## config.mk

```make
export PLATFORM = sky130hd
export DESIGN_NAME = rmpf_ctrl
export DESIGN_NICKNAME = d
export VERILOG_FILES = /design/src/sv/rna_max_pair_fold_core_defines.svh /design/src/sv/rmpf_pkg.sv /design/src/sv/rmpf_ctrl.sv
export SDC_FILE = /design/constraint.sdc
export NUM_CORES = 1
export LEC_CHECK = 0
export BUFFER_PORTS_ARGS = -buffer_cell sky130_fd_sc_hd__buf_2
export CORE_ASPECT_RATIO = 1.1
export CORE_MARGIN = 4
export CORE_UTILIZATION = 40
export DETAILED_ROUTE_END_ITERATION = 8
export PLACE_DENSITY = 0.63
export SYNTH_ARGS = -nofsm -noshare
export SYNTH_HDL_FRONTEND = slang
export SYNTH_SLANG_ARGS = --single-unit
```

## constraint.sdc

```tcl
create_clock -name i_clk -period 6.4 [get_ports i_clk]
set_input_delay 0.32 -clock i_clk [delete_from_list [all_inputs] [get_ports i_clk]]
set_output_delay 0.32 -clock i_clk [all_outputs]
set_load 0.005 [all_outputs]
```

## src/sv/rna_max_pair_fold_core_defines.svh

```systemverilog
// ----------------------------------------------------------------------------
// rna_max_pair_fold_core_defines
// Assertion macros shared by the folding core.
// ----------------------------------------------------------------------------
`ifndef RNA_MAX_PAIR_FOLD_CORE_DEFINES_SVH
`define RNA_MAX_PAIR_FOLD_CORE_DEFINES_SVH

// same-cycle implication
`define RMPF_ASSERT_NOW(lbl, clk, rst_n, ante, cons, msg) \
    lbl: assert property (@(posedge clk) disable iff (!rst_n) (ante) |-> (cons)) \
        else $error(msg);

// next-cycle implication
`define RMPF_ASSERT_NEXT(lbl, clk, rst_n, ante, cons, msg) \
    lbl: assert property (@(posedge clk) disable iff (!rst_n) (ante) |=> (cons)) \
        else $error(msg);

`endif

```

## src/sv/rmpf_pkg.sv

```systemverilog
// ----------------------------------------------------------------------------
// rmpf_pkg
// Types, codes and defaults shared by the folding core modules.
// ----------------------------------------------------------------------------
package rmpf_pkg;

    localparam int MAX_LEN_DEF = 64;
    localparam logic [3:0] MIN_GAP_RST = 4'd4;

    localparam logic [1:0] SYM_DOT   = 2'd0;
    localparam logic [1:0] SYM_OPEN  = 2'd1;
    localparam logic [1:0] SYM_CLOSE = 2'd2;

    localparam logic [6:0] CH_NONE  = 7'd0;
    localparam logic [6:0] CH_PAIR  = 7'd1;
    localparam logic [6:0] CH_SKIP  = 7'd2;
    localparam logic [6:0] CH_SPLIT = 7'd3;

    typedef struct packed {
        logic [1:0] base;
        logic       last_base;
    } t_in;

    typedef struct packed {
        logic [1:0] symbol;
        logic [5:0] position;
        logic [5:0] pair_count;
        logic       overflow;
        logic       final_symbol;
    } t_out;

    typedef struct packed {
        logic in_take;
        logic span_init;
        logic enc_issue;
        logic split_step;
        logic span_write;
        logic tr_init;
        logic tr_pop;
        logic tr_latch;
        logic tr_look;
        logic tr_open;
        logic tr_close;
        logic tr_push_in;
        logic tr_push_lo;
        logic tr_push_hi;
        logic out_read;
        logic out_next;
        logic out_done;
    } t_cmd;

    typedef struct packed {
        logic short_span;
        logic k_last;
        logic j_last;
        logic i_zero;
        logic sp_zero;
        logic tr_zero;
        logic tr_pair;
        logic tr_skip;
        logic tr_split;
        logic tr_inner;
        logic p_last;
    } t_sts;

    typedef enum logic [16:0] {
        ST_IDLE    = 17'h00001,
        ST_F_SPAN  = 17'h00002,
        ST_F_ENC   = 17'h00004,
        ST_F_SPLIT = 17'h00008,
        ST_F_DRAIN = 17'h00010,
        ST_F_WRITE = 17'h00020,
        ST_T_INIT  = 17'h00040,
        ST_T_POP   = 17'h00080,
        ST_T_READ  = 17'h00100,
        ST_T_LOOK  = 17'h00200,
        ST_T_OPEN  = 17'h00400,
        ST_T_CLOSE = 17'h00800,
        ST_T_PUSHI = 17'h01000,
        ST_T_PUSHA = 17'h02000,
        ST_T_PUSHB = 17'h04000,
        ST_O_READ  = 17'h08000,
        ST_O_SHOW  = 17'h10000
    } t_state;

endpackage

```

## src/sv/rmpf_ctrl.sv

```systemverilog
// ----------------------------------------------------------------------------
// rmpf_ctrl
// Sequencer for collection, table fill, traceback and symbol output.
// ----------------------------------------------------------------------------
module rmpf_ctrl (
    input  logic           i_clk,
    input  logic           i_rst_n,
    input  logic           i_in_valid,
    input  logic           i_last,
    input  logic           i_out_ready,
    input  rmpf_pkg::t_sts i_sts,
    output rmpf_pkg::t_cmd o_cmd,
    output logic           o_in_ready,
    output logic           o_out_valid
);

    rmpf_pkg::t_state r_state;
    rmpf_pkg::t_state n_state;

    always_ff @(posedge i_clk) begin
        if (!i_rst_n) begin
            r_state <= rmpf_pkg::ST_IDLE;
        end else begin
            r_state <= n_state;
        end
    end

    always_comb begin
        n_state = r_state;
        case (r_state)
            rmpf_pkg::ST_IDLE: begin
                if (i_in_valid && i_last) n_state = rmpf_pkg::ST_F_SPAN;
            end
            rmpf_pkg::ST_F_SPAN: begin
                n_state = i_sts.short_span ? rmpf_pkg::ST_F_WRITE : rmpf_pkg::ST_F_ENC;
            end
            rmpf_pkg::ST_F_ENC:   n_state = rmpf_pkg::ST_F_SPLIT;
            rmpf_pkg::ST_F_SPLIT: begin
                if (i_sts.k_last) n_state = rmpf_pkg::ST_F_DRAIN;
            end
            rmpf_pkg::ST_F_DRAIN: n_state = rmpf_pkg::ST_F_WRITE;
            rmpf_pkg::ST_F_WRITE: begin
                n_state = (i_sts.j_last && i_sts.i_zero) ? rmpf_pkg::ST_T_INIT
                                                         : rmpf_pkg::ST_F_SPAN;
            end
            rmpf_pkg::ST_T_INIT:  n_state = rmpf_pkg::ST_T_POP;
            rmpf_pkg::ST_T_POP: begin
                n_state = i_sts.sp_zero ? rmpf_pkg::ST_O_READ : rmpf_pkg::ST_T_READ;
            end
            rmpf_pkg::ST_T_READ:  n_state = rmpf_pkg::ST_T_LOOK;
            rmpf_pkg::ST_T_LOOK: begin
                if (i_sts.tr_zero) begin
                    n_state = rmpf_pkg::ST_T_POP;
                end else if (i_sts.tr_pair) begin
                    n_state = rmpf_pkg::ST_T_OPEN;
                end else if (i_sts.tr_skip) begin
                    n_state = i_sts.tr_inner ? rmpf_pkg::ST_T_PUSHI : rmpf_pkg::ST_T_POP;
                end else if (i_sts.tr_split) begin
                    n_state = rmpf_pkg::ST_T_PUSHA;
                end else begin
                    n_state = rmpf_pkg::ST_T_POP;
                end
            end
            rmpf_pkg::ST_T_OPEN:  n_state = rmpf_pkg::ST_T_CLOSE;
            rmpf_pkg::ST_T_CLOSE: begin
                n_state = i_sts.tr_inner ? rmpf_pkg::ST_T_PUSHI : rmpf_pkg::ST_T_POP;
            end
            rmpf_pkg::ST_T_PUSHI: n_state = rmpf_pkg::ST_T_POP;
            rmpf_pkg::ST_T_PUSHA: n_state = rmpf_pkg::ST_T_PUSHB;
            rmpf_pkg::ST_T_PUSHB: n_state = rmpf_pkg::ST_T_POP;
            rmpf_pkg::ST_O_READ:  n_state = rmpf_pkg::ST_O_SHOW;
            rmpf_pkg::ST_O_SHOW: begin
                if (i_out_ready) begin
                    n_state = i_sts.p_last ? rmpf_pkg::ST_IDLE : rmpf_pkg::ST_O_READ;
                end
            end
            default: n_state = rmpf_pkg::ST_IDLE;
        endcase
    end

    assign o_in_ready  = (r_state == rmpf_pkg::ST_IDLE);
    assign o_out_valid = (r_state == rmpf_pkg::ST_O_SHOW);

    always_comb begin
        o_cmd            = '0;
        o_cmd.in_take    = (r_state == rmpf_pkg::ST_IDLE) && i_in_valid;
        o_cmd.span_init  = (r_state == rmpf_pkg::ST_F_SPAN);
        o_cmd.enc_issue  = (r_state == rmpf_pkg::ST_F_ENC);
        o_cmd.split_step = (r_state == rmpf_pkg::ST_F_SPLIT);
        o_cmd.span_write = (r_state == rmpf_pkg::ST_F_WRITE);
        o_cmd.tr_init    = (r_state == rmpf_pkg::ST_T_INIT);
        o_cmd.tr_pop     = (r_state == rmpf_pkg::ST_T_POP) && !i_sts.sp_zero;
        o_cmd.tr_latch   = (r_state == rmpf_pkg::ST_T_READ);
        o_cmd.tr_look    = (r_state == rmpf_pkg::ST_T_LOOK);
        o_cmd.tr_open    = (r_state == rmpf_pkg::ST_T_OPEN);
        o_cmd.tr_close   = (r_state == rmpf_pkg::ST_T_CLOSE);
        o_cmd.tr_push_in = (r_state == rmpf_pkg::ST_T_PUSHI);
        o_cmd.tr_push_lo = (r_state == rmpf_pkg::ST_T_PUSHA);
        o_cmd.tr_push_hi = (r_state == rmpf_pkg::ST_T_PUSHB);
        o_cmd.out_read   = (r_state == rmpf_pkg::ST_O_READ);
        o_cmd.out_next   = (r_state == rmpf_pkg::ST_O_SHOW) && i_out_ready && !i_sts.p_last;
        o_cmd.out_done   = (r_state == rmpf_pkg::ST_O_SHOW) && i_out_ready && i_sts.p_last;
    end

endmodule

```

=== After elaboration in Yosys (flattened, before gate mapping) ===
Index checks and enable logic that the tools add are counted.

* Bits in registers: 17
* Logic and storage cells: 45
* Bits of input ports: 16

* Multiplexer cells: 13
* Eq/ne operators: 20
* Reductions and logical operators: 11

{| class="wikitable"
|+ Operator list
! kind !! number
|-
| $pmux 17 s15 || 1
|-
| $mux 14 || 4
|-
| $mux 17 || 3
|-
| $mux 16 || 2
|-
| $eq 17x1->1 const B || 1
|-
| $eq 17x10->1 const B || 1
|-
| $eq 17x11->1 const B || 1
|-
| $eq 17x12->1 const B || 1
|-
| $eq 17x13->1 const B || 1
|-
| $eq 17x14->1 const B || 1
|-
| $eq 17x15->1 const B || 1
|-
| $eq 17x16->1 const B || 1
|-
| $eq 17x17->1 const B || 1
|-
| $eq 17x2->1 const B || 1
|-
| $eq 17x3->1 const B || 1
|-
| $eq 17x4->1 const B || 1
|-
| $eq 17x5->1 const B || 1
|-
| $eq 17x6->1 const B || 1
|-
| $eq 17x7->1 const B || 1
|-
| $eq 17x8->1 const B || 1
|-
| $eq 17x9->1 const B || 1
|-
| $mux 13 || 1
|-
| $logic_and 1x1->1 || 7
|-
| $mux 7 || 1
|-
| 6 further kinds || 8
|}

=== Depth between registers and ports, before layout ===
* Depth in word-level cells: 5
* Gate-level depth with buffers: 7
* Gate-level depth less buffers: 5

=== Least setup slack after synthesis ===
Ideal clock, no wire load.

* Path kind: register to output
* Start point: reg r_state[3]
* End point: out o_cmd[10] (netlist bit)
* Data required time: 6.080 ns
* Buffers on the path: 1
* Arrival: 2.051 ns
* Slack: 4.029 ns
* Cell stages (with the launch flop): 6
* Cell sequence: dfxtp_1 > or4_1 > buf_2 > or4_4 > or3b_1 > nor2_1

{| class="wikitable"
|+ RTL lines
! element !! RTL line !! text
|-
| start, declared || rmpf_ctrl.sv:17 || <nowiki>rmpf_pkg::t_state r_state;</nowiki>
|-
| start signal, assigned || rmpf_ctrl.sv:22 || <nowiki>r_state <= rmpf_pkg::ST_IDLE;</nowiki>
|-
| start signal, assigned || rmpf_ctrl.sv:24 || <nowiki>r_state <= n_state;</nowiki>
|-
| end, declared || rmpf_ctrl.sv:12 || <nowiki>output rmpf_pkg::t_cmd o_cmd,</nowiki>
|}

==> results.md <==
- Wire length on met2: 1650 um
- VDD IR max: 0.000132 V
- Crit path from: r_state[3]
- 1st-iter DRT viols: 61
- Tightest Hold Check Type: primary input to flip-flop
- Starting Density: 0.414
- FF+latch count, synth: 17
- H-tree lvl count: 1
- Placed wire-length estimate: 2660 um
- Reg clk slew, reported paths: 100 ps
- Gr usage total: 0.186
- Vias in the first global route: 1185
- TritonCTS clock tree: done
- DR vias/cell: 5.97
- Mean post-synth cell area: 7.59 um2
- Cell Rows: 20
- DRT met1 WL: 1400 um
- GRT overflow: 0
- Status: completed
- DRT Wirelength: 3410 um
- Initial antenna violation count: 0
- Skew final: 3.86 ps
- PwrDens: 190 mW/mm2
- Most flops, register: r_state
- Register-to-register setup slack: 3960 ps
- DR pass1 iterations: 4
- Vias: 1289
- CP Class: flip-flop to output pin
- Crit path to: o_cmd[10]
- Number of I/O port buffers: 34
- Area contributors post-synth: dfxtp_1 (30%), nor2_1 (6.6%), nor3b_1 (4.6%)
- Hold buffers post-CTS: 0
- Depth of the most critical reg-to-reg path: 5
- CTS Root Cell: clkbuf_4
- Final slew viol count: 0
- Maximum capacitance violations: 0
- Syn-to-layout area delta: 18.7%
- CP Max Fanout: 8
- Setup crit start kind: flip-flop
- Worst skew pair latency: 300 ps
- Crit. End Element: output pin
- GP Congestion: 0.903
- Setup TNS: 0 ps
- Seq/Total Area, Yosys: 0.299
- Top FF cell, synth: dfxtp_1
- Area leader, netlist: dfxtp_1
- Cts bufs inserted: 3
- Residual DRC: 0
- Post-Syn Area: 0.00114 mm2
- Post-Synthesis Cells: 150
- Top cell type's share of synthesized area: 0.299
- Worst rel slew slack: 0.504
- Final hold viol count: 0
- Lkg Pwr: 0.653 nW
- Syn Nets: 166
- Setup repair after global routing missed its margin: no
- Max clock buf depth: 2
- FMAX: 349 MHz
- Synth unique cells: 38
- Die area: 0.00377 mm2
- Post-synth EDFFs: 0
- RR Startpoint: r_state[12]
- Post-CTS Resized: 0
- Placed Cells: 212
- Crit path time final: 2870 ps
- Final nets: 200
- Postcts setup bufs: 0
- Fin crit share: 0.448
- Die W: 58.9 um
- # setup viols final: 0
- Required time worst endpoint: 6080 ps
- First-pass GRT wire length: 5430 um
- Commonest cells after routing, fill and taps aside: buf_2 (34), nor2_1 (20), dfxtp_1 (17), nor3_1 (8), nand2_1 (8)
- Layout cells sized above 1: 0.235
- Core region area: 0.00275 mm2
- Least-Margin Pin Slew: 737 ps
- WL met3: 223 um
- Ports: 35
- Max reg flops: 17
- Diode count: 0
- FF-to-FF End: r_state[12]
- Largest net degree at the start of global routing: 13
- Most common cell after layout, fill and taps aside: buf_2
- DR WL/cell: 15.8 um
- Clock sinks: 17
- Die height: 64.0 um
- CP arrival: 2550 ps
- Top Layer Used: met4
- Final std cells w/o fill: 216
- Biggest regs: r_state (17)
- Syn. warnings: 0
- Async set-reset flop share out of synthesis: 0
- Antenna viol nets, final: 0
-- metrics by stage --
step | util | hold slack, ps | area, um2 | worst slack [ps] | power (W)
2_1_floorplan | - | 390 | 1140 | 4030 | 0.000175
3_3_place_gp | 0.481 | 532 | 1330 | 3890 | 0.000199
3_5_place_dp | 0.481 | 539 | 1330 | 3870 | 0.000198
4_1_cts | 0.491 | 215 | 1350 | 3520 | 0.000258
5_1_grt | 0.491 | 213 | 1350 | 3260 | 0.000271
6_report | 0.491 | 226 | 1350 | 3530 | 0.000256
-- critical path: stages (launching register included) --
cell and delay (ps):
dfxtp_1 380, or4_1 650, or4_4 590, or3b_1 420, nor2_1 100, buf_2 120
-- how the worst min path moves through the flow --
| stage | start | to | slack [ps] | cells past startpoint |
|---|---|---|---|---|
| CTS | i_sts[4] | r_state[13] | 220 | 2 |
| global placement | i_sts[6] | r_state[8] | 530 | 2 |
| detailed placement | i_sts[4] | r_state[13] | 540 | 2 |
| global route | i_sts[6] | r_state[8] | 210 | 2 |
| finish | i_sts[6] | r_state[8] | 230 | 2 |
| floorplan | i_sts[6] | r_state[8] | 390 | 1 |
-- per-layer routing --
metal | up-vias | global-route usage
li1 | 620 | -
met2 | 51 | 0.307
met4 | 0 | 0.0850
met3 | 18 | 0.0242
met5 | - | 0
met1 | 600 | 0.235
-- where the power goes --
part	internal [W]	switching, W	leakage [nW]
Clock	0.0000243	0.0000345	0.0150
Sequential	0.000109	0.00000896	0.137
Combinational	0.0000343	0.0000451	0.501
-- cells by family after synthesis --
kind of cell	count (synthesis)	share of synthesized area
xor+xnor	5	0.0385
buf+inv	12	0.0451
flops	17	0.299
compound gates	23	0.124
simple gates	93	0.493
-- final cells by class --
cell class / instances / area (um2)
multi-input combinational: 121 / 747
sequential: 17 / 340
inverter: 7 / 26.3
clock buffer: 4 / 26.3
timing repair buffer: 34 / 170
tap: 33 / 41.3
fill: 304 / 1400
-- synth_stat cells (all sizes together), types with 4 or more instances --
| library cell | number |
|---|---|
| and3 | 5 |
| o21ai | 6 |
| nand3 | 4 |
| nor2 | 20 |
| a21oi | 7 |
| inv | 7 |
| xor2 | 4 |
| nor3 | 9 |
| nor4 | 5 |
| nand2 | 8 |
| or4 | 7 |
| dfxtp | 17 |
| nand2b | 4 |
| nor3b | 7 |
Power figures use the tool's default switching activity.
